<file path="src/design/tpsd_pkg.sv">
package tpsd_pkg;

  // Widths fixed by the register map and the word fields
  localparam int TOTAL_BITS = 24;
  localparam int CFG_DATA_BITS = 24;
  localparam int CFG_INDEX_BITS = 2;

  // Register indexes
  localparam logic [CFG_INDEX_BITS-1:0] REG_PIXEL_FORMAT = 2'd0;
  localparam logic [CFG_INDEX_BITS-1:0] REG_RLE_ENABLE = 2'd1;
  localparam logic [CFG_INDEX_BITS-1:0] REG_PIXEL_TOTAL = 2'd2;

  // Pixel format codes
  localparam logic [2:0] FMT_GRAY8 = 3'd0;
  localparam logic [2:0] FMT_GRAY16 = 3'd1;
  localparam logic [2:0] FMT_RGB555 = 3'd2;
  localparam logic [2:0] FMT_BGR24 = 3'd3;
  localparam logic [2:0] FMT_BGRA32 = 3'd4;
  localparam logic [2:0] FMT_INDEXED8 = 3'd5;

  // Input word actions
  localparam logic ACT_IMAGE_BYTE = 1'b0;
  localparam logic ACT_PALETTE_WRITE = 1'b1;

  // Packet phase codes
  localparam logic [1:0] PHASE_HEADER = 2'd0;
  localparam logic [1:0] PHASE_RUN = 2'd1;
  localparam logic [1:0] PHASE_RAW = 2'd2;

  // Packet header fields and RGB555 channel masks
  localparam logic [7:0] HDR_COUNT_MASK = 8'h7f;
  localparam logic [7:0] HDR_RUN_MASK = 8'h80;
  localparam logic [15:0] RGB555_RED_MASK = 16'h7C00;
  localparam logic [15:0] RGB555_GREEN_MASK = 16'h03E0;
  localparam logic [15:0] RGB555_BLUE_MASK = 16'h001F;

  // Depth of the queue between front and back
  localparam int QUEUE_DEPTH = 4;
  localparam int QUEUE_PTR_BITS = $clog2(QUEUE_DEPTH);

  typedef struct packed {
    logic action;
    logic [7:0] data_byte;
    logic [7:0] palette_index;
    logic [7:0] palette_red;
    logic [7:0] palette_green;
    logic [7:0] palette_blue;
  } in_word_t;

  typedef struct packed {
    logic [7:0] comp_first;
    logic [7:0] comp_second;
    logic [7:0] comp_third;
    logic [7:0] comp_fourth;
    logic [7:0] repeat_count;
    logic image_done;
    logic run_clipped;
  } out_word_t;

  // One queued piece of work: a palette write or a completed pixel
  typedef struct packed {
    logic is_palette;
    logic [7:0] pal_index;
    logic [23:0] pal_rgb;
    logic [31:0] px;
    logic [2:0] fmt;
    logic [7:0] rep;
    logic done;
    logic clip;
  } entry_t;

  typedef struct packed {
    logic full;
    logic head_valid;
  } q_status_t;

  function automatic logic [2:0] bytes_per_pixel(input logic [2:0] fmt);
    logic [2:0] n;
    case (fmt)
      FMT_GRAY16, FMT_RGB555: n = 3'd2;
      FMT_BGR24: n = 3'd3;
      FMT_BGRA32: n = 3'd4;
      default: n = 3'd1;
    endcase
    return n;
  endfunction

endpackage

</file>
<file path="src/design/tpsd_queue.sv">
module tpsd_queue import tpsd_pkg::*; (
  input  logic clk,
  input  logic rst,
  input  logic push,
  input  entry_t push_entry,
  input  logic pop,
  output q_status_t q_status,
  output entry_t head
);

  entry_t slots [QUEUE_DEPTH];
  logic [QUEUE_PTR_BITS-1:0] wr_ptr, rd_ptr;
  logic [QUEUE_PTR_BITS:0] count;
  logic do_push, do_pop;

  assign q_status.full = count == (QUEUE_PTR_BITS + 1)'(QUEUE_DEPTH);
  assign q_status.head_valid = count != '0;
  assign do_push = push && !q_status.full;
  assign do_pop = pop && q_status.head_valid;
  assign head = slots[rd_ptr];

  // Store pushed entries
  always_ff @(posedge clk) begin
    if (do_push) begin
      slots[wr_ptr] <= push_entry;
    end
  end

  // Advance pointers and occupancy
  always_ff @(posedge clk) begin
    if (rst) begin
      wr_ptr <= '0;
      rd_ptr <= '0;
      count <= '0;
    end else begin
      if (do_push) begin
        wr_ptr <= wr_ptr + 1'b1;
      end
      if (do_pop) begin
        rd_ptr <= rd_ptr + 1'b1;
      end
      case ({do_push, do_pop})
        2'b10: count <= count + 1'b1;
        2'b01: count <= count - 1'b1;
        default: count <= count;
      endcase
    end
  end

endmodule

</file>
<file path="config.mk">
export PLATFORM = sky130hd
export DESIGN_NAME = tpsd_queue
export DESIGN_NICKNAME = d
export VERILOG_FILES = /design/src/design/tpsd_pkg.sv /design/src/design/tpsd_queue.sv
export SDC_FILE = /design/constraint.sdc
export NUM_CORES = 1
export LEC_CHECK = 0
export BUFFER_PORTS_ARGS = -buffer_cell sky130_fd_sc_hd__buf_4
export CAP_MARGIN = 15
export CORE_MARGIN = 2
export CORE_UTILIZATION = 40
export CTS_CLUSTER_DIAMETER = 120
export DETAILED_ROUTE_END_ITERATION = 7
export MAX_ROUTING_LAYER = met4
export PLACE_DENSITY = 0.58
export SETUP_SLACK_MARGIN = 0.4
export SLEW_MARGIN = 20
export SYNTH_ARGS = -nofsm -noshare
export SYNTH_HDL_FRONTEND = slang
export SYNTH_SLANG_ARGS = --single-unit
</file>
<file path="constraint.sdc">
create_clock -name clk -period 4.3 [get_ports clk]
set_clock_uncertainty 0.2 [all_clocks]
set_input_delay 0 -clock clk [delete_from_list [all_inputs] [get_ports clk]]
set_output_delay 0 -clock clk [all_outputs]
set_load 0.02 [all_outputs]
</file>
==> summary.txt, run 1 <==
Job
  • Max-cap viol count: 0

CTS
  • CTS tree: yes
  • Clock root buffer master: clkbuf_16
  • Clock Latency Late Sink: 0.49 ns
  • TritonCTS buffer count: 34
  • # Post-CTS Setup Buffers: 0
  • Post_cts resized: 0
  • Clock sinks: 321
  • Clock slew at reported path FFs: 0.05 ns
  • H-tree depth: 2
  • Clk buf depth: 3
  • Hold Buf Count CTS: 82

Global routing
  • Initial antenna violation count: 2
  • Met2 usage: 23.6%
  • Met1 usage: 21.3%
  • Pin count of the biggest net entering global routing: 58
  • First-pass GRT wire length: 35100 um
  • M3 GR Usage: 3.81%
  • All-Layer GR Usage: 15.5%
  • Grt peak-use layer: met2
  • Vias in the first global route: 6057
  • GR Overflow Total: 0

Pwr
  • VDD IR-drop max: 0.373 mV
  • Power Density: 594 nW/um^2
  • Gate power share: 24.7%
  • Switching power: 2.45 mW
  • Pint: 6.65 mW
  • Leak pwr: 5.20 nW
  • Switching Fraction: 26.9%
  • Clock group share of total power: 31.9%
  • Flop pwr share: 43.4%

Final layout
  • Fin util: 53.3%
  • Area grow syn2layout: 30.5%
  • Finished Cell Area: 15300 um^2
  • Share of cells above drive strength 1: 40.1%
  • Most common cell after layout, fill and taps aside: edfxtp_1
  • Nets@finish: 818
  • Most frequent cells in the layout: 312 x edfxtp_1, 170 x buf_4, 82 x dlygate4sd3_1

Route
  • Vias after detailed routing: 5592
  • Wirelength per Cell: 20.0 um
  • Final wirelength: 22800 um
  • Via density: 4.91
  • Drt initial violations: 560
  • Post-route DRC violation count: 0
  • DRT antenna net count: 0
  • Pre-Repair DR Iteration Count: 5

Synthesis
  • Number of synthesized register bits: 321
  • Post-Synth Adder-Cell Area: 0.703%
  • Post-Synth XOR/XNOR Area: 0.298%
  • Simple-gate share of the synthesized area: 0.767%
  • Synth Area per Inst: 25.5 um^2
  • Synth Cell Area: 11700 um^2
  • Mapped Cells: 460
  • Post-synthesis compound-gate area fraction: 0.362%
  • Syn_nets: 548
  • Largest family of logic cells by synthesized area: multiplexers
  • Yosys Warn Count: 0
  • Post-synth cell types: 24
  • Sequential area share after synthesis: 81.3%
  • Fraction of synthesized area in multiplexers: 15.0%

Worst setup path
  • Slowest stage cell, crit path: dfxtp_4
  • Crit-path cells: buf_12, mux4_2, buf_4
  • CP Launch Type: flop
  • Worst-path fanout max: 40
  • CP arrival: 2.60 ns
  • Worst Setup End Kind: output pin
  • Kind of critical path: flop to output pin
  • Worst EP required: 4.10 ns
  • Biggest cell delay along the critical path: 0.88 ns

Floorplanning
  • Initial core utilization: 40.8%
  • Num rows: 62
  • DIE HEIGHT: 175 um
  • CORE AREA: 28800 um^2
  • Die ar.: 30700 um^2
  • Horiz. Die Dim: 175 um
  • Top-level I/O count: 162

Timing
  • Worst slew margin: 41.1%
  • RSZ-0062 raised after global routing: false
  • Worst slew pin tran: 0.883 ns
  • Final hold viol count: 0
  • Setup violators final: 0
  • Fin crit share: 65.1%
  • Final Max Slew Viols: 0
  • Setup total negative slack: 0 ns
  • Max Freq: 0.357 GHz
  • Crit path time final: 2.80 ns

Min path
  • Min-Delay Path Class: input port to flop

Outcome
  • Outcome: finished clean

Placement
  • Cell Area, Placed: 13400 um^2
  • DP HPWL: 13800 um
  • IO Port Bufs: 161
  • Gp weighted congestion: 0.769
==> area by class of cell <==
class / count / area, um^2
Antenna cell: 2 / 5.00
Clock buffer: 39 / 891
Clock inverter: 20 / 226
Fill cell: 2220 / 13500
Inverter: 7 / 26.3
Multi-Input combinational cell: 113 / 2030
Sequential cell: 321 / 9560
Tap cell: 384 / 480
Timing Repair Buffer: 253 / 2120
==> worst paths after layout <==
path / start / endpoint / slack (ns) / depth (start not counted)
max: flop / head[53] / 1.50 / 3
max reg2reg: count[0]$_SDFFE_PP0P_ / slots[1][21]$_DFFE_PP_ / 1.65 / 4
min reg2reg: wr_ptr[1]$_SDFFE_PP0P_ / wr_ptr[1]$_SDFFE_PP0P_ / 0.32 / 2
min: push_entry[67] / slots[2][67]$_DFFE_PP_ / 0.05 / 2
==> worst max-delay path, delay by kind of cell (launching register included) <==
family	cells	cell delay (ns)
buffers and inverters	2	0.58
DFF	1	0.88
muxes	1	0.59
==> per-layer routing <==
layer  routed length (um)  vias up
met5                    0        -
met4                  340        0
met3                 1730       39
met2                10600      178
met1                10100     2872
li1                     -     2503
==> cell families (layout without fill, tap and decap cells) <==
logic type      after synthesis  in the layout
buf+inv                      26            319
fa+ha+maj                     6              6
other cells                   0              2
mux                          79             79
simple gates                 17             17
compound gates                7              7
flops                       321            321
xor+xnor                      4              4
==> flip-flops by register name, indices dropped and copies added (netlist names), named ones only <==
register,cells
slots,312
count,3
rd_ptr,2
wr_ptr,2
==> power groups by stage <==
stage	sequential [mW]	clock, mW	combinational (mW)
CTS	3.97	2.98	2.30
global route	4.00	3.11	2.40
floorplan	3.86	0	1.55
detailed placement	4.03	0	2.23
finish	3.95	2.90	2.25
global placement	4.01	0	2.21
==> cell usage after synthesis <==
master,instances,area [um^2]
a21oi_1,3,15.0
and2_1,4,25.0
buf_1,1,3.75
buf_12,3,60.1
buf_2,4,20.0
buf_4,5,37.5
buf_6,1,11.3
clkbuf_1,5,18.8
dfxtp_1,9,180
edfxtp_1,312,9370
fa_1,1,20.0
ha_1,5,62.6
inv_1,7,26.3
mux2i_1,1,10.0
mux4_2,78,1760
nand2b_1,2,12.5
nor2_1,7,26.3
nor3b_1,1,7.51
o21ai_0,2,10.0
o311ai_0,1,8.76
o31a_1,1,8.76
or3_1,3,18.8
xnor2_1,1,8.76
xor2_1,3,26.3
==> metrics by stage <==
step                      hold WS [ns]  cells  power [mW]  worst slack (ns)
after global placement      -0.0000866    996        6.21              1.78
after detailed placement       0.00520    996        6.26              1.63
after global routing            0.0330   1139        9.51              1.28
final                           0.0461   1139        9.10              1.50
after floorplan                 -0.101    460        5.42             0.989
after CTS                       0.0261   1137        9.24              1.39
Note: power is estimated with default switching activity, not from simulation.
==> run 2, diff against run 1 <==
--- a/config.mk
+++ b/config.mk
@@ -12,7 +12,7 @@
 export CTS_CLUSTER_DIAMETER = 120
 export DETAILED_ROUTE_END_ITERATION = 7
 export MAX_ROUTING_LAYER = met4
-export PLACE_DENSITY = 0.58
+export PLACE_DENSITY = 0.6
 export SETUP_SLACK_MARGIN = 0.4
 export SLEW_MARGIN = 20
 export SYNTH_ARGS = -nofsm -noshare
==> constraint.sdc (replaced) <==
create_clock -name clk -period 2.3 [get_ports clk]
set_clock_uncertainty 0.2 [all_clocks]
set_input_delay 0 -clock clk [delete_from_list [all_inputs] [get_ports clk]]
set_output_delay 0 -clock clk [all_outputs]
set_load 0.02 [all_outputs]
==> run 2 against run 1 <==
Critical path depth increased by 2. Non-clock buffer count increased by 23. Final area increased by 4.5%. Sequential share of layout area decreased by 2.6 points. Critical endpoint is now head[0].
==> summary.txt, run 2 (synthesis gave the netlist of run 1 again) <==
Pwr
  • VDD IR-drop max: 0.728 mV
  • Power Density: 1110 nW/um^2
  • Switching Fraction: 27.1%
  • Gate power share: 31.2%
  • Leak pwr: 5.46 nW
  • Pint: 13.0 mW
  • Switching power: 4.82 mW
  • Flop pwr share: 40.2%
  • Clock group share of total power: 28.7%

Global routing
  • Initial antenna violation count: 0
  • Pin count of the biggest net entering global routing: 42
  • GR Overflow Total: 0
  • First-pass GRT wire length: 35300 um
  • Vias in the first global route: 6279
  • All-Layer GR Usage: 15.6%

CTS
  • Clock slew at reported path FFs: 0.06 ns
  • Clock Latency Late Sink: 0.50 ns
  • CTS tree: yes
  • Clock sinks: 321
  • Clk buf depth: 3
  • TritonCTS buffer count: 35
  • H-tree depth: 2
  • Clock root buffer master: clkbuf_16

Final layout
  • Area grow syn2layout: 36.4%
  • Fin cells: 1162
  • Largest regs: slots (312), count (3)
  • Top reg by flops: slots
  • Most frequent cells in the layout: 312 x edfxtp_1, 123 x buf_4, 81 x dlygate4sd3_1
  • Share of cells above drive strength 1: 43.1%
  • Largest register FFs: 312
  • Most common cell after layout, fill and taps aside: edfxtp_1
  • Nets@finish: 842

Timing
  • Worst Hold Margin: 0.0416 ns
  • Final hold viol count: 0
  • Final Max Slew Viols: 0
  • Worst slew margin: 69.7%
  • Fin crit share: 92.3%
  • Setup total negative slack: 0 ns
  • Crit path time final: 2.12 ns
  • Worst slew pin tran: 0.448 ns
  • Max Freq: 0.471 GHz
  • RSZ-0062 raised after global routing: true
  • Setup violators final: 0

Worst setup path
  • Worst-path fanout max: 7
  • CP Launch Type: flop
  • Kind of critical path: flop to output pin
  • Worst Setup End Kind: output pin
  • CP arrival: 1.92 ns
  • Worst EP required: 2.10 ns

Min path
  • Min-Delay Path Class: input port to flop

Floorplanning
  • DIE HEIGHT: 175 um
  • Die ar.: 30700 um^2
  • Num rows: 62
  • CORE AREA: 28800 um^2
  • Top-level I/O count: 162
  • Horiz. Die Dim: 175 um
  • Initial core utilization: 40.8%

Placement
  • IO Port Bufs: 161
  • DP HPWL: 13400 um
  • Cell count after placement: 1001
  • Gp weighted congestion: 0.724

Outcome
  • Outcome: finished clean

Route
  • Wirelength per Cell: 20.3 um
  • Final wirelength: 23600 um
  • Drt initial violations: 375
  • Via density: 4.92
  • Post-route DRC violation count: 0
  • Pre-Repair DR Iteration Count: 4
  • DRT antenna net count: 0
  • Vias after detailed routing: 5718

Job
  • Max-cap viol count: 0
-- run 2: power by group through the flow --
stage | combinational [mW] | clock (mW) | sequential, mW
global placement | 4.51 | 0 | 7.33
floorplan | 2.93 | 0 | 7.20
global route | 5.88 | 5.49 | 7.20
detailed placement | 4.53 | 0 | 7.38
finish | 5.55 | 5.10 | 7.15
CTS | 5.38 | 5.24 | 7.16
-- run 2: worst paths after layout --
kind / start / endpoint / slack (ns) / cells past startpoint
min reg2reg: rd_ptr[1]$_SDFFE_PP0P_ / rd_ptr[1]$_SDFFE_PP0P_ / 0.32 / 2
max reg2reg: count[1]$_SDFFE_PP0P_ / count[2]$_SDFFE_PP0P_ / 0.19 / 9
max: flop / head[0] / 0.18 / 5
min: push_entry[15] / slots[1][15]$_DFFE_PP_ / 0.04 / 2
-- run 2: what timing repair did --
action	CTS	global route
hold endpoints to repair	321	0
resized for setup	34	22
hold buffers	81	0
pin swaps	3	0
endpoints found under the setup margin	257	145
cloned	3	4
setup buffers	11	1
-- run 2: metal layers --
metal  part of all wire (%)  vias to the layer above  wire length [um]  global-route usage [%]
met5                      0                        -                 0                       -
met4                    1.7                        0               411                    4.41
met3                    5.5                       35              1310                    3.29
met2                     49                      162             11700                    25.2
met1                     43                     2961             10300                    20.2
li1                       -                     2560                 -                       -
-- run 2: cell type report --
class / count / area (um^2)
tap: 384 / 480
fill: 2167 / 12800
clock buffer: 44 / 952
antenna: 1 / 2.50
inverter: 7 / 26.3
multi-input combinational: 113 / 2060
clock inverter: 16 / 104
timing repair buffer: 276 / 2830
sequential: 321 / 9570
-- run 2: per-stage QoR --
stage               setup slack (ns)  area [um^2]  util, %  total power, mW
CTS                            0.135        15800     55.0             17.8
detailed placement            0.0370        13600     47.3             11.9
global placement               0.126        13600     47.3             11.8
finish                         0.178        16000     55.7             17.8
global route                  0.0986        16000     55.7             18.6
floorplan                     0.0485        11800        -             10.1
-- run 2: critical path: stages, from the launching register on --
cell     delay, ns
dfxtp_4       0.39
buf_12        0.12
buf_12        0.11
buf_16        0.14
mux4_2        0.51
buf_6         0.15
==> run 3, diff against run 2 <==
--- a/config.mk
+++ b/config.mk
@@ -13,6 +13,7 @@
 export DETAILED_ROUTE_END_ITERATION = 7
 export MAX_ROUTING_LAYER = met4
 export PLACE_DENSITY = 0.6
+export REMOVE_ABC_BUFFERS = 1
 export SETUP_SLACK_MARGIN = 0.4
 export SLEW_MARGIN = 20
 export SYNTH_ARGS = -nofsm -noshare
==> run 3 against run 2 <==
Final area increased by 2.5%. Combinational power increased by 7.2%. Highest routed layer unchanged. Clock power is 6.9% higher. Count of clock-buffer cells in the layout down 1. Global-route usage about the same. Worst setup slack worse by 0.018 ns. Wire length increased by 1.9%. Register-to-register slack got worse by 0.03 ns.
==> summary.txt, run 3 (synthesis gave the netlist of run 1 again) <==
Worst setup path
  • Kind of critical path: flop to flop
  • Crit-path cells: nor3b_4, nor2_2, inv_1, ha_2, inv_2, fa_2, xor2_1, or3_1, a21oi_1
  • Worst-path fanout max: 3
  • Biggest cell delay along the critical path: 0.36 ns
  • CP Launch Type: flop
  • R2r setup slk: 0.16 ns
  • R2R Path Start: count[0]$_SDFFE_PP0P_
  • Slowest stage cell, crit path: dfxtp_4
  • Worst Setup End Kind: flop
  • R2R Path End: count[2]$_SDFFE_PP0P_
  • Worst EP required: 2.52 ns
  • R2R depth: 9
  • CP arrival: 2.36 ns

Final layout
  • Largest regs: slots (312), count (3)
  • Top reg by flops: slots
  • Largest register FFs: 312
  • Area grow syn2layout: 39.8%
  • Nets@finish: 862
  • Register Area: 9570 um^2
  • Most common cell after layout, fill and taps aside: edfxtp_1
  • Most frequent cells in the layout: 312 x edfxtp_1, 102 x buf_4, 86 x buf_6
  • Filler instances: 2136
  • Share of cells above drive strength 1: 44.5%
  • Area occupied by multi-input gates: 2050 um^2

CTS
  • Clock Latency Late Sink: 0.50 ns
  • Clock root buffer master: clkbuf_16
  • TritonCTS buffer count: 35
  • CTS tree: yes
  • H-tree depth: 2
  • Clock sinks: 321
  • Clock slew at reported path FFs: 0.06 ns
  • Clk buf depth: 3

Timing
  • Worst slew pin tran: 0.455 ns
  • Setup violators final: 0
  • Final Max Slew Viols: 0
  • Worst slew margin: 69.3%
  • Fin crit share: 93.0%
  • Crit path time final: 2.14 ns
  • Max Freq: 0.467 GHz
  • RSZ-0062 raised after global routing: true
  • Worst Slack Setup Final: 0.160 ns
  • Final hold viol count: 0

Pwr
  • VDD IR-drop max: 0.878 mV
  • Total power: 18.6 mW
  • Power Density: 1130 nW/um^2
  • Leak pwr: 5.66 nW

Route
  • Pre-Repair DR Iteration Count: 7
  • DRT antenna net count: 0
  • Via density: 4.89
  • Drt initial violations: 400
  • Final wirelength: 24100 um
  • Post-route DRC violation count: 0
  • Vias after detailed routing: 5786
  • Wirelength per Cell: 20.4 um

Global routing
  • GR Overflow Total: 0
  • All-Layer GR Usage: 15.6%
  • Initial antenna violation count: 1
  • Pin count of the biggest net entering global routing: 60
  • Vias in the first global route: 6261
  • First-pass GRT wire length: 35300 um

Placement
  • IO Port Bufs: 161
  • Gp weighted congestion: 0.690
  • DP HPWL: 13300 um
  • Place WS: -0.0196 ns

Floorplanning
  • Die ar.: 30700 um^2
  • Top-level I/O count: 162
  • Num rows: 62
  • Initial core utilization: 40.8%
  • DIE HEIGHT: 175 um
  • Horiz. Die Dim: 175 um
  • CORE AREA: 28800 um^2

Min path
  • Hold depth: 2
  • Hold Crit Start: push_entry[64]
  • Min-Delay Path Class: input port to flop
  • Hold Crit Endpoint: slots[3][64]$_DFFE_PP_

Outcome
  • Outcome: finished clean

Job
  • Max-cap viol count: 0
## run 3: power by group
part / switching [mW] / internal (mW)
logic: 2.69 / 3.26
clock network: 2.09 / 3.37
registers: 0.154 / 6.99
total: 4.94 / 13.6
## run 3: layout make-up
| cell class | instances | area share (%) |
|---|---|---|
| antenna | 1 | 0.0152 |
| clock buffer | 43 | 5.78 |
| clock inverter | 18 | 1.12 |
| inverter | 7 | 0.160 |
| multi-input combinational | 113 | 12.5 |
| sequential | 321 | 58.3 |
| tap | 384 | 2.93 |
| timing repair buffer | 296 | 19.2 |
## run 3: critical path, delay by kind of cell, from the launching register on
| family | cells | cell delay, ns |
|---|---|---|
| and+or+nand+nor | 3 | 0.59 |
| adders and majority gates | 2 | 0.53 |
| DFF | 1 | 0.36 |
| xor gates and xnor gates | 1 | 0.16 |
| AOI/OAI and AO/OA | 1 | 0.13 |
| buffers and inverters | 2 | 0.10 |
## run 3: through the flow
| step | TNS, ns | hold slack [ns] | util [%] | instance area (um^2) | cells |
|---|---|---|---|---|---|
| floorplan | -465.29 | -0.131 | - | 11600 | 441 |
| CTS | 0 | 0.0161 | 55.5 | 16000 | 1173 |
| global route | 0 | 0.0302 | 57.0 | 16400 | 1183 |
| detailed placement | -0.0196 | 0.00349 | 47.2 | 13600 | 1004 |
| finish | 0 | 0.0491 | 57.0 | 16400 | 1183 |
| global placement | 0 | -0.00253 | 47.2 | 13600 | 1004 |
## run 3: worst max path at each step
stage / from / to / depth (start not counted)
5_1_grt: count[0]$_SDFFE_PP0P_ / count[2]$_SDFFE_PP0P_ / 9
6_report: count[0]$_SDFFE_PP0P_ / count[2]$_SDFFE_PP0P_ / 9
2_1_floorplan: flop / head[0] / 1
3_5_place_dp: count[2]$_SDFFE_PP0P_ / count[2]$_SDFFE_PP0P_ / 9
3_3_place_gp: count[2]$_SDFFE_PP0P_ / count[2]$_SDFFE_PP0P_ / 9
4_1_cts: flop / head[30] / 4
## run 3: routing by layer
metal  GRT usage [%]  routed length (um)  up-vias
li1                -                   -     2594
met1            20.0               10200     2993
met2            25.9               12400      170
met3            3.33                1170       29
met4            3.68                 356        0
met5               -                   0        -
## run 3: what timing repair did
item / CTS / global route
resized for setup: 38 / 73
setup buffers: 22 / 3
setup endpoints to repair: 333 / 161
hold buffers: 82 / 0
pin swaps: 5 / 1
cloned: 4 / 6
endpoints found under the hold margin: 321 / 0
