[config.mk]
export PLATFORM = sky130hd
export DESIGN_NAME = tpsd_front
export DESIGN_NICKNAME = d
export VERILOG_FILES = /design/src/design/tpsd_pkg.sv /design/src/design/tpsd_front.sv
export SDC_FILE = /design/constraint.sdc
export NUM_CORES = 1
export LEC_CHECK = 0
export BUFFER_PORTS_ARGS = -buffer_cell sky130_fd_sc_hd__buf_2
export CELL_PAD_IN_SITES_DETAIL_PLACEMENT = 1
export CELL_PAD_IN_SITES_GLOBAL_PLACEMENT = 1
export CORE_MARGIN = 10
export CORE_UTILIZATION = 30
export DETAILED_ROUTE_END_ITERATION = 10
export PLACE_DENSITY_LB_ADDON = 0.1
export SYNTH_ARGS = -nofsm -noshare
export SYNTH_HDL_FRONTEND = slang
export SYNTH_SLANG_ARGS = --single-unit
[constraint.sdc]
create_clock -name clk -period 24.9 [get_ports clk]
set_input_delay 2.49 -clock clk [delete_from_list [all_inputs] [get_ports clk]]
set_output_delay 2.49 -clock clk [all_outputs]
set_load 0.03 [all_outputs]
[src/design/tpsd_pkg.sv]
package tpsd_pkg;

  // Widths fixed by the register map and the word fields
  localparam int TOTAL_BITS = 24;
  localparam int CFG_DATA_BITS = 24;
  localparam int CFG_INDEX_BITS = 2;

  // Register indexes
  localparam logic [CFG_INDEX_BITS-1:0] REG_PIXEL_FORMAT = 2'd0;
  localparam logic [CFG_INDEX_BITS-1:0] REG_RLE_ENABLE = 2'd1;
  localparam logic [CFG_INDEX_BITS-1:0] REG_PIXEL_TOTAL = 2'd2;

  // Pixel format codes
  localparam logic [2:0] FMT_GRAY8 = 3'd0;
  localparam logic [2:0] FMT_GRAY16 = 3'd1;
  localparam logic [2:0] FMT_RGB555 = 3'd2;
  localparam logic [2:0] FMT_BGR24 = 3'd3;
  localparam logic [2:0] FMT_BGRA32 = 3'd4;
  localparam logic [2:0] FMT_INDEXED8 = 3'd5;

  // Input word actions
  localparam logic ACT_IMAGE_BYTE = 1'b0;
  localparam logic ACT_PALETTE_WRITE = 1'b1;

  // Packet phase codes
  localparam logic [1:0] PHASE_HEADER = 2'd0;
  localparam logic [1:0] PHASE_RUN = 2'd1;
  localparam logic [1:0] PHASE_RAW = 2'd2;

  // Packet header fields and RGB555 channel masks
  localparam logic [7:0] HDR_COUNT_MASK = 8'h7f;
  localparam logic [7:0] HDR_RUN_MASK = 8'h80;
  localparam logic [15:0] RGB555_RED_MASK = 16'h7C00;
  localparam logic [15:0] RGB555_GREEN_MASK = 16'h03E0;
  localparam logic [15:0] RGB555_BLUE_MASK = 16'h001F;

  // Depth of the queue between front and back
  localparam int QUEUE_DEPTH = 4;
  localparam int QUEUE_PTR_BITS = $clog2(QUEUE_DEPTH);

  typedef struct packed {
    logic action;
    logic [7:0] data_byte;
    logic [7:0] palette_index;
    logic [7:0] palette_red;
    logic [7:0] palette_green;
    logic [7:0] palette_blue;
  } in_word_t;

  typedef struct packed {
    logic [7:0] comp_first;
    logic [7:0] comp_second;
    logic [7:0] comp_third;
    logic [7:0] comp_fourth;
    logic [7:0] repeat_count;
    logic image_done;
    logic run_clipped;
  } out_word_t;

  // One queued piece of work: a palette write or a completed pixel
  typedef struct packed {
    logic is_palette;
    logic [7:0] pal_index;
    logic [23:0] pal_rgb;
    logic [31:0] px;
    logic [2:0] fmt;
    logic [7:0] rep;
    logic done;
    logic clip;
  } entry_t;

  typedef struct packed {
    logic full;
    logic head_valid;
  } q_status_t;

  function automatic logic [2:0] bytes_per_pixel(input logic [2:0] fmt);
    logic [2:0] n;
    case (fmt)
      FMT_GRAY16, FMT_RGB555: n = 3'd2;
      FMT_BGR24: n = 3'd3;
      FMT_BGRA32: n = 3'd4;
      default: n = 3'd1;
    endcase
    return n;
  endfunction

endpackage

[src/design/tpsd_front.sv]
module tpsd_front import tpsd_pkg::*; #(
  parameter int COUNT_BITS = 24
) (
  input  logic clk,
  input  logic rst,
  input  logic [2:0] pixel_format,
  input  logic rle_enable,
  input  logic [TOTAL_BITS-1:0] pixel_total,
  input  logic item_valid,
  output logic item_ready,
  input  in_word_t item,
  input  q_status_t q_status,
  output logic push,
  output entry_t push_entry
);

  localparam int TW = (COUNT_BITS > TOTAL_BITS) ? COUNT_BITS : TOTAL_BITS;
  localparam logic [TW-1:0] COUNT_MAX = TW'((64'd1 << COUNT_BITS) - 64'd1);

  logic [1:0] phase, phase_next;
  logic [7:0] packet_left, packet_left_next;
  logic [1:0] byte_in_pixel, byte_in_pixel_next;
  logic [31:0] pixel_bytes, pixel_bytes_next;
  logic [COUNT_BITS-1:0] emitted, emitted_next;
  logic clip_flag, clip_flag_next;

  logic accept;
  logic [TW-1:0] total_ext, total_eff, emitted_ext, remaining;
  logic image_over;
  logic [7:0] hdr_count;
  logic [2:0] bpp, bip_inc;
  logic [31:0] px_full;
  logic [7:0] rep, rep_clamped;
  logic done;

  assign item_ready = !q_status.full;
  assign accept = item_valid && item_ready;

  // Work out the effective total and what remains of it
  always_comb begin
    total_ext = TW'(pixel_total);
    total_eff = (total_ext < COUNT_MAX) ? total_ext : COUNT_MAX;
    emitted_ext = TW'(emitted);
    remaining = total_eff - emitted_ext;
    image_over = emitted_ext >= total_eff;
    hdr_count = {1'b0, item.data_byte[6:0] & HDR_COUNT_MASK[6:0]} + 8'd1;
    bpp = bytes_per_pixel(pixel_format);
    bip_inc = {1'b0, byte_in_pixel} + 3'd1;
    px_full = pixel_bytes | (32'(item.data_byte) << {byte_in_pixel, 3'b000});
  end

  // Classify the byte and advance packet and pixel state
  always_comb begin
    phase_next = phase;
    packet_left_next = packet_left;
    byte_in_pixel_next = byte_in_pixel;
    pixel_bytes_next = pixel_bytes;
    emitted_next = emitted;
    clip_flag_next = clip_flag;
    rep = 8'd1;
    rep_clamped = 8'd1;
    done = 1'b0;
    push = 1'b0;
    push_entry = '0;
    push_entry.fmt = pixel_format;
    if (accept && item.action == ACT_PALETTE_WRITE) begin
      push = 1'b1;
      push_entry.is_palette = 1'b1;
      push_entry.pal_index = item.palette_index;
      push_entry.pal_rgb = {item.palette_red, item.palette_green, item.palette_blue};
    end else if (accept && !image_over) begin
      if (rle_enable && phase != PHASE_RUN && phase != PHASE_RAW) begin
        // Packet header: load count, clipped to what remains
        if (TW'(hdr_count) > remaining) begin
          packet_left_next = remaining[7:0];
          clip_flag_next = 1'b1;
        end else begin
          packet_left_next = hdr_count;
          clip_flag_next = 1'b0;
        end
        phase_next = ((item.data_byte & HDR_RUN_MASK) != 8'd0) ? PHASE_RUN : PHASE_RAW;
        byte_in_pixel_next = 2'd0;
        pixel_bytes_next = '0;
      end else if (bip_inc < bpp) begin
        // Gather another byte of the pixel
        pixel_bytes_next = px_full;
        byte_in_pixel_next = bip_inc[1:0];
      end else begin
        // Pixel complete: settle its repeat and queue it
        byte_in_pixel_next = 2'd0;
        pixel_bytes_next = '0;
        if (rle_enable) begin
          if (phase == PHASE_RUN) begin
            rep = (packet_left == 8'd0) ? 8'd1 : packet_left;
            packet_left_next = 8'd0;
          end else begin
            packet_left_next = (packet_left > 8'd0) ? packet_left - 8'd1 : 8'd0;
          end
          if (packet_left_next == 8'd0) begin
            phase_next = PHASE_HEADER;
          end
        end
        rep_clamped = (TW'(rep) > remaining) ? remaining[7:0] : rep;
        emitted_next = emitted + COUNT_BITS'(rep_clamped);
        done = TW'(emitted_next) >= total_eff;
        if (done) begin
          clip_flag_next = 1'b0;
        end
        push = 1'b1;
        push_entry.px = px_full;
        push_entry.rep = rep_clamped;
        push_entry.done = done;
        push_entry.clip = done && rle_enable && clip_flag;
      end
    end
  end

  // Hold decoder state
  always_ff @(posedge clk) begin
    if (rst) begin
      phase <= PHASE_HEADER;
      packet_left <= '0;
      byte_in_pixel <= '0;
      pixel_bytes <= '0;
      emitted <= '0;
      clip_flag <= 1'b0;
    end else begin
      phase <= phase_next;
      packet_left <= packet_left_next;
      byte_in_pixel <= byte_in_pixel_next;
      pixel_bytes <= pixel_bytes_next;
      emitted <= emitted_next;
      clip_flag <= clip_flag_next;
    end
  end

endmodule

==> flow_metrics.tcl, run 1 <==
set metrics [dict create \
    status "finished, final reports clean" \
    fin_setup_tns_ps 0 \
    report.final.hold_viol_count 0 \
    setup_viol 0 \
    post_drt_via_cell_ratio 4.99 \
    rsz_0062_raised_after_global_routing "false" \
    gp_congestion 0.811 \
    initial_core_util_pct 30.3 \
    cts_tree "built" \
    grt_pass1_vias 7446 \
    critical-path-top-cell-by-count "o21ai_0" \
    netlist_instances 1001 \
    synth-seq-cells 69 \
    route.vias.total 7091 \
    remaining_drc_errors 0 \
    topRoutingLayerUsed "met4" \
    synth.largest_area_cell "dfxtp_1" \
    die_area_um2 30100 \
    worst_path_largest_cell_delay_ps 540 \
    synth_sequential_area_ratio_pct 19.5 \
    syn-cell-area_um2 7070 \
    timing.critical_path.buf_inv 4 \
    crit_family "compound AO/OA/AOI/OAI gates" \
    post_synth_main_area_contributors "dfxtp_1 (20%), ha_1 (14%), a21oi_1 (8.6%)" \
    fin_worst_skew_ps 14.5 \
    postRouteAntennaNets 0 \
    overall_routed_net_length_um 25400 \
    portBuffers 152 \
    yosys.area.top_type_share_pct 19.5 \
    synthDistinctLibCells 74 \
    async_reset_ff_share_pct 0 \
    detailroute.wirelength.met2_um 12400 \
    synth-edff-count 0 \
    worstPathRequired_ps 22410 \
    maxCapViolations 0 \
    drt_pass1_iterations 4 \
    ys_warn_count 0 \
    crit_path_end_kind "output pin" \
    groute.usage.overall_pct 16.5 \
    count_of_inserted_antenna_diode_cells 0 \
    worstPathMaxFanout 13 \
    cp.arrival_ps 10140 \
    grt_first_pass_wirelength_um 40800 \
    finalNetCount 1250 \
    synthToLayoutAreaGrowth_pct 17.4 \
    hpwl_um 20200 \
    clk_root_buffer_cell "clkbuf_16" \
    routed_wire_length_per_instance_um 17.9 \
    critical_path_top_delay_cell "a211oi_4" \
    finalCriticalPeriod_ps 12630 \
    final_max_slew_viol_count 0 \
    most_numerous_cell_types_in_the_synthesized_netlist "nor2_1 (125), a21oi_1 (121), ha_1 (78)" \
    drt_iter0_drc 329 \
    post-cts-setup-buffers 0 \
    period_share_pct 50.7 \
    row_count 56 \
    post_route_cells_drive_above_1_share_pct 17.6 \
    globalRouteOverflowTotal 0 \
    max_slew.worst_pin.slew_ps 882 \
    number_of_antenna_violations_at_the_first_check_in_global_routing 1 \
    critPathLaunchType "input port" \
    tritoncts.num_buffers 9 \
    clock-sinks 69 \
    synth_most_common_cell "nor2_1" \
    holdBufCountCts 0 \
    chipWidth_um 174 \
    cts_max_path_buffers 2 \
    clock_latency_ps 360 \
    avgSynthCellArea_um2 7.06 \
    number_of_i_o_pins 154 \
    core_um2 23300 \
    met3WireLength_um 784 \
    pwr_density_cell_nw_per_um2 40.4 \
    static-leakage-power_nw 3.74 \
    worst_setup_hold_path_clk_slew_ps 70 \
    fin_util_pct 35.6 \
    maxSlewHeadroom_pct 41.2 \
    hp-class "reg -> reg" \
    num-fill-cells 2953 \
    synth.net_count 1155 \
    cts_resized 0 \
    met1_wire_length_um 12000 \
    synth_top_flop_cell "dfxtp_1" \
    max_clock_freq_ghz 0.0792 \
    number_of_h_tree_levels 3 \
    peakVddDrop_mv 0.0273 \
    die_y_um 174 \
    grt_max_degree 53 \
    worst-setup-path-type "in -> out" \
]
==> power by group <==
part	switching [mW]	leakage, nW	total (mW)	internal, mW
combinational	0.0471	3.03	0.0745	0.0275
sequential	0.000988	0.556	0.112	0.111
clock	0.0597	0.154	0.149	0.0889
total	0.108	3.74	0.335	0.228
==> per-stage QoR <==
step	instances	setup slack [ps]	power [mW]	hold slack (ps)	instance area [um^2]
finish	1420	12270	0.335	471	8310
global route	1420	11580	0.353	505	8310
CTS	1420	12170	0.341	477	8310
detailed placement	1404	12180	0.190	460	7980
global placement	1404	12280	0.189	448	7980
floorplan	1001	13190	0.167	437	7070
==> layout by cell type (no fill, tap or decap), types with 3 or more instances in the layout <==
master / count
a211o_1: 4
a211oi_1: 6
a21boi_0: 3
a21o_1: 20
a21oi_1: 121
a221oi_1: 3
a311oi_1: 4
a31oi_1: 4
and2_1: 51
and3_1: 14
buf_2: 152
buf_4: 6
clkbuf_16: 9
dfxtp_1: 69
ha_1: 78
inv_1: 74
mux2i_1: 11
nand2_1: 71
nand2b_1: 10
nand3_1: 36
nand4_1: 14
nor2_1: 125
nor2b_1: 10
nor3_1: 17
nor4_1: 3
o211ai_1: 7
o21a_1: 8
o21ai_0: 42
o21ai_1: 3
o21bai_1: 6
o31a_1: 3
or3_1: 6
xnor2_1: 44
xor2_1: 9
==> flip-flops by register name (all words and copies together) (netlist names) <==
| name | cells |
|---|---|
| pixel_bytes | 32 |
| emitted | 24 |
| packet_left | 8 |
| byte_in_pixel | 2 |
| phase | 2 |
| clip_flag | 1 |
==> per-layer routing <==
metal	up-vias	track usage (%)
li1	3630	-
met1	3351	20.8
met2	91	28.8
met3	19	2.90
met4	0	3.52
met5	-	0
==> path summary, 6_finish.rpt <==
path,from,endpoint,slack (ps),cells past startpoint
worst max register to register,emitted[9]$_SDFFE_PP0P_,clip_flag$_SDFFE_PP0P_,16690,34
worst min-delay path,pixel_bytes[20]$_SDFFE_PP0P_,pixel_bytes[20]$_SDFFE_PP0P_,470,2
worst min register to register,pixel_bytes[20]$_SDFFE_PP0P_,pixel_bytes[20]$_SDFFE_PP0P_,470,2
worst max-delay path,pixel_total[10],push_entry[0],12270,35
==> worst reg2reg max path: cells and delay by family, from the launching register on <==
kind | cells | cell delay [ps]
AOI/OAI and AO/OA | 15 | 3450
xor gates and xnor gates | 2 | 280
adders and majority gates | 4 | 1390
buffers and inverters | 3 | 430
DFF | 1 | 420
muxes | 1 | 330
and+or+nand+nor | 9 | 1820
==> cell families (layout without fill, tap and decap cells) <==
| logic type | count (synthesis) | count (layout) | synth area share (%) |
|---|---|---|---|
| mux | 14 | 14 | 2.14 |
| simple gates | 376 | 376 | 26.2 |
| xor+xnor | 53 | 53 | 6.56 |
| compound gates | 261 | 261 | 23.0 |
| flops | 69 | 69 | 19.5 |
| fa+ha+maj | 80 | 80 | 14.4 |
| buf+inv | 148 | 248 | 8.24 |
==> final cells by class <==
class	instances	area [um^2]	area share (%)
clock buffers	10	229	2.76
inverters	74	278	3.34
multi-input cells	784	5120	61.6
flip-flops and latches	69	1380	16.6
well taps	319	399	4.81
repair buffers	158	806	9.70
clock inverters	6	93.8	1.13
No activity file was read; power rests on OpenSTA's default activity.
==> run 2, diff against run 1 <==
==> constraint.sdc (replaced) <==
create_clock -name clk -period 10.9 [get_ports clk]
set_input_delay 1.09 -clock clk [delete_from_list [all_inputs] [get_ports clk]]
set_output_delay 1.09 -clock clk [all_outputs]
set_load 0.03 [all_outputs]
==> flow_metrics.tcl, run 2 (same netlist as run 1, synthesis figures left out) <==
set metrics [dict create \
    registers.top_by_ff_count "pixel_bytes" \
    grt_max_degree 36 \
    crit_path_end_kind "output pin" \
    number_of_cells_on_the_worst_reg_to_reg_path 34 \
    crit_family "compound AO/OA/AOI/OAI gates" \
    post_drt_via_cell_ratio 5.01 \
    cts_resized 0 \
    finalNetCount 1251 \
    critPathLaunchType "input port" \
    max_slew.worst_pin.slew_ps 906 \
    setup_viol 0 \
    peakVddDrop_mv 0.0716 \
    r2r_setup_slack_ps 2910 \
    hp-class "reg -> reg" \
    number_of_h_tree_levels 3 \
    finalCriticalPeriod_ps 9700 \
    layout_commonest_cell "buf_2" \
    regToRegStartpoint "emitted[8]$_SDFFE_PP0P_" \
    route.vias.total 7118 \
    registers_with_the_most_flip_flops "pixel_bytes: 32 flops, emitted: 24 flops, packet_left: 8 flops" \
    cts_max_path_buffers 2 \
    cts_tree "built" \
    post-route-worst-setup-slack_ps 1200 \
    grt_first_pass_wirelength_um 40500 \
    worstPathMaxFanout 13 \
    maxCapViolations 0 \
    post-cts-setup-buffers 0 \
    worst-path-stages 37 \
    initial_core_util_pct 30.3 \
    max_clock_freq_ghz 0.103 \
    worst_hold_path.num_cells 2 \
    fin_util_pct 35.5 \
    routed_wire_length_per_instance_um 17.7 \
    worstPathRequired_ps 9810 \
    layout.cell_area.non_filler_um2 8290 \
    rsz_0062_raised_after_global_routing "false" \
    worstSetupStartpoint "pixel_total[0]" \
    number_of_i_o_pins 154 \
    place_ws_ps 1060 \
    drt_pass1_iterations 4 \
    largest_register_ff_count 32 \
    count_of_inserted_antenna_diode_cells 0 \
    critical_path.reg2reg.endpoint "clip_flag$_SDFFE_PP0P_" \
    holdBufCountCts 0 \
    remaining_drc_errors 0 \
    portBuffers 152 \
    grt_pass1_vias 7413 \
    groute.usage.overall_pct 16.4 \
    post_route_cells_drive_above_1_share_pct 17.7 \
    worst_path_largest_cell_delay_ps 530 \
    tritoncts.num_buffers 9 \
    pwr_density_cell_nw_per_um2 89.4 \
    overall_routed_net_length_um 25200 \
    setup.worst_path.end "push_entry[0]" \
    synthToLayoutAreaGrowth_pct 17.2 \
    status "finished, final reports clean" \
    drt_iter0_drc 298 \
    cp.arrival_ps 8610 \
    gp_congestion 0.813 \
    number_of_antenna_violations_at_the_first_check_in_global_routing 0 \
    worst_setup_hold_path_clk_slew_ps 70 \
    maxSlewHeadroom_pct 39.6 \
    seq_area_um2 1380 \
    multi_input_comb_area_um2 5120 \
    globalRouteOverflowTotal 0 \
    clock_latency_ps 350 \
    chipWidth_um 174 \
    report.final.hold_viol_count 0 \
    most-common-layout-cells "buf_2 (152), nor2_1 (125), a21oi_1 (121)" \
    postRouteAntennaNets 0 \
    postPlaceCellArea_um2 7990 \
    die_area_um2 30100 \
    design_power_total_mw 0.741 \
    core_um2 23300 \
    critical-path-top-cell-by-count "o21ai_0" \
    worst-setup-path-type "in -> out" \
    row_count 56 \
    fin_setup_tns_ps 0 \
    static-leakage-power_nw 3.73 \
    clock-sinks 69 \
    hpwl_um 20300 \
    fin_worst_skew_ps 15.3 \
    num-fill-cells 2959 \
    critical_path_top_delay_cell "a211oi_4" \
    die_y_um 174 \
    period_share_pct 89.0 \
    final_max_slew_viol_count 0 \
    timing.critical_path.buf_inv 5 \
    clk_root_buffer_cell "clkbuf_16" \
]
==> run 2: changes by cell type in the layout (fill, tap and decap cells not counted) <==
cell and change:
buf_4 +1, bufinv_16 -1, clkinvlp_4 +1
==> run 2: worst min-delay path by stage <==
stage                            startpoint                           end  slack (ps)
2_1_floorplan        clip_flag$_SDFFE_PP0P_        clip_flag$_SDFFE_PP0P_         440
3_3_place_gp   pixel_bytes[19]$_SDFFE_PP0P_  pixel_bytes[19]$_SDFFE_PP0P_         450
4_1_cts        pixel_bytes[20]$_SDFFE_PP0P_  pixel_bytes[20]$_SDFFE_PP0P_         480
6_report       pixel_bytes[20]$_SDFFE_PP0P_  pixel_bytes[20]$_SDFFE_PP0P_         470
5_1_grt        pixel_bytes[20]$_SDFFE_PP0P_  pixel_bytes[20]$_SDFFE_PP0P_         500
3_5_place_dp   pixel_bytes[20]$_SDFFE_PP0P_  pixel_bytes[20]$_SDFFE_PP0P_         460
==> run 2: stage by stage <==
step,instances,hold slack [ps]
2_1_floorplan,1001,437
3_3_place_gp,1405,447
3_5_place_dp,1405,458
4_1_cts,1421,475
5_1_grt,1421,499
6_report,1421,471
==> run 2: metal layers <==
layer	global-route usage, %	part of all wire, %	routed length, um	up-vias
li1	-	-	-	3643
met1	20.7	48	12000	3385
met4	3.59	0.69	174	0
met3	2.70	2.8	694	8
met2	28.6	49	12300	82
met5	0	0	0	-
==> run 2: layout make-up <==
type / count / area share, %
Clock buffer: 10 / 2.76
Clock inverter: 6 / 0.860
Inverter: 74 / 3.35
Multi-Input combinational cell: 784 / 61.7
Sequential cell: 69 / 16.7
Tap cell: 319 / 4.81
Timing Repair Buffer: 159 / 9.81
==> run 2: report_power, final <==
part | total (mW) | switching, mW | internal (mW)
Combinational | 0.172 | 0.108 | 0.0636
Clock | 0.313 | 0.133 | 0.180
Sequential | 0.256 | 0.00221 | 0.254
Total | 0.741 | 0.243 | 0.497
==> run 2: worst reg2reg max path: cells and delay by family, from the launching register on <==
family                     cells  cell delay, ps
AOI/OAI and AO/OA             19            4100
xor gates and xnor gates       1             140
buffers and inverters          3             400
adders and majority gates      4            1330
muxes                          1             320
and+or+nand+nor                6            1250
DFF                            1             400
==> run 3, diff against run 2 <==
--- a/config.mk
+++ b/config.mk
@@ -12,6 +12,7 @@
 export CORE_UTILIZATION = 30
 export DETAILED_ROUTE_END_ITERATION = 10
 export PLACE_DENSITY_LB_ADDON = 0.1
+export RECOVER_POWER = 25
 export SYNTH_ARGS = -nofsm -noshare
 export SYNTH_HDL_FRONTEND = slang
 export SYNTH_SLANG_ARGS = --single-unit
==> flow_metrics.tcl, run 3 (same netlist as run 1, synthesis figures left out) <==
set metrics [dict create \
    finalCriticalPeriod_ps 9700 \
    hp-class "reg -> reg" \
    worstSetupStartpoint "pixel_total[0]" \
    grt_pass1_vias 7413 \
    cts_tree "built" \
    die_area_um2 30100 \
    worst-setup-path-type "in -> out" \
    worstPathRequired_ps 9810 \
    critical-path-top-cell-by-count "o21ai_0" \
    gp_congestion 0.813 \
    groute.usage.overall_pct 16.4 \
    worst_path_largest_cell_delay_ps 530 \
    post_route_cells_drive_above_1_share_pct 16.0 \
    pwr_density_cell_nw_per_um2 89.6 \
    globalRouteOverflowTotal 0 \
    row_count 56 \
    setup_viol 0 \
    post-cts-setup-buffers 0 \
    critical_path_top_delay_cell "a211oi_4" \
    routed_wire_length_per_instance_um 17.7 \
    finalNetCount 1251 \
    die_y_um 174 \
    grt_max_degree 36 \
    tritoncts.num_buffers 9 \
    fin_setup_tns_ps 0 \
    initial_core_util_pct 30.3 \
    max_clock_freq_ghz 0.103 \
    registers_with_the_most_flip_flops "pixel_bytes: 32 flops, emitted: 24 flops, packet_left: 8 flops" \
    fin_worst_skew_ps 11.2 \
    regToRegStartpoint "emitted[8]$_SDFFE_PP0P_" \
    route.vias.total 7134 \
    setup.worst_path.end "push_entry[0]" \
    maxCapViolations 0 \
    period_share_pct 89.0 \
    drt_iter0_drc 307 \
    remaining_drc_errors 0 \
    clock-sinks 69 \
    worst_hold_slack_ps 474 \
    holdBufCountCts 0 \
    status "finished, final reports clean" \
    peakVddDrop_mv 0.0728 \
    report.final.hold_viol_count 0 \
    num-fill-cells 2973 \
    layout_commonest_cell "buf_2" \
    overall_routed_net_length_um 25200 \
    critical_path.reg2reg.endpoint "clip_flag$_SDFFE_PP0P_" \
    portBuffers 152 \
    core_um2 23300 \
    maxSlewHeadroom_pct 37.8 \
    clock_latency_ps 350 \
    most-common-layout-cells "buf_2 (133), nor2_1 (125), a21oi_1 (121)" \
    fin_util_pct 35.4 \
    synthToLayoutAreaGrowth_pct 16.9 \
    drt_pass1_iterations 4 \
    number_of_cells_on_the_worst_reg_to_reg_path 34 \
    grt_first_pass_wirelength_um 40500 \
    r2r_setup_slack_ps 2910 \
    crit_path_end_kind "output pin" \
    static-leakage-power_nw 3.64 \
    number_of_h_tree_levels 3 \
    count_of_inserted_antenna_diode_cells 0 \
    registers.top_by_ff_count "pixel_bytes" \
    cts_resized 0 \
    hpwl_um 20300 \
    postRouteAntennaNets 0 \
    number_of_i_o_pins 154 \
    worstPathMaxFanout 13 \
    final_max_slew_viol_count 0 \
    layout_cells_excl_fill 1421 \
    clk_root_buffer_cell "clkbuf_16" \
    dpl.cell_count 1405 \
    largest_register_ff_count 32 \
    cts_max_path_buffers 2 \
    max_slew.worst_pin.slew_ps 933 \
    number_of_antenna_violations_at_the_first_check_in_global_routing 0 \
    post_drt_via_cell_ratio 5.02 \
    worst_setup_hold_path_clk_slew_ps 70 \
    critPathLaunchType "input port" \
    cp.arrival_ps 8610 \
    chipWidth_um 174 \
    rsz_0062_raised_after_global_routing "false" \
]
-- run 3: critical path, delay by kind of cell --
family	cells	cell delay, ps
buf+inv	5	610
xor+xnor	1	140
fa+ha+maj	5	1510
compound gates	16	3630
simple gates	9	1310
mux	1	320
-- run 3: worst min path at each step --
| stage | start | depth (start not counted) | endpoint | slack (ps) |
|---|---|---|---|---|
| final | pixel_bytes[9]$_SDFFE_PP0P_ | 2 | pixel_bytes[9]$_SDFFE_PP0P_ | 470 |
| after global routing | pixel_bytes[20]$_SDFFE_PP0P_ | 2 | pixel_bytes[20]$_SDFFE_PP0P_ | 500 |
| after CTS | pixel_bytes[20]$_SDFFE_PP0P_ | 2 | pixel_bytes[20]$_SDFFE_PP0P_ | 480 |
| after detailed placement | pixel_bytes[20]$_SDFFE_PP0P_ | 2 | pixel_bytes[20]$_SDFFE_PP0P_ | 460 |
| after global placement | pixel_bytes[19]$_SDFFE_PP0P_ | 2 | pixel_bytes[19]$_SDFFE_PP0P_ | 450 |
| after floorplan | clip_flag$_SDFFE_PP0P_ | 2 | clip_flag$_SDFFE_PP0P_ | 440 |
-- run 3: final cells by class --
class	instances	area [um^2]	area share [%]
flip-flops and latches	69	1380	16.7
repair buffers	159	790	9.55
clock buffers	10	229	2.77
inverters	74	278	3.36
well taps	319	399	4.83
multi-input cells	784	5120	61.9
clock inverters	6	71.3	0.863
-- run 3: stage by stage --
stage	worst slack (ps)	power, mW	instance area, um^2
after detailed placement	1060	0.435	7990
after floorplan	1990	0.381	7070
final	1200	0.741	8270
after CTS	1030	0.755	8290
after global placement	1130	0.434	7990
after global routing	489	0.784	8270
-- run 3: routing by layer --
layer | global-route usage (%) | part of all wire (%) | vias up
li1 | - | - | 3638
met1 | 20.7 | 48 | 3384
met2 | 28.6 | 49 | 99
met3 | 2.70 | 2.9 | 13
met4 | 3.59 | 0.98 | 0
met5 | 0 | 0 | -
-- run 3: report_power, final --
| part | internal (mW) | switching (mW) | total, mW |
|---|---|---|---|
| Clock | 0.180 | 0.134 | 0.313 |
| Sequential | 0.254 | 0.00220 | 0.256 |
| Combinational | 0.0628 | 0.108 | 0.171 |
| Total | 0.497 | 0.244 | 0.741 |
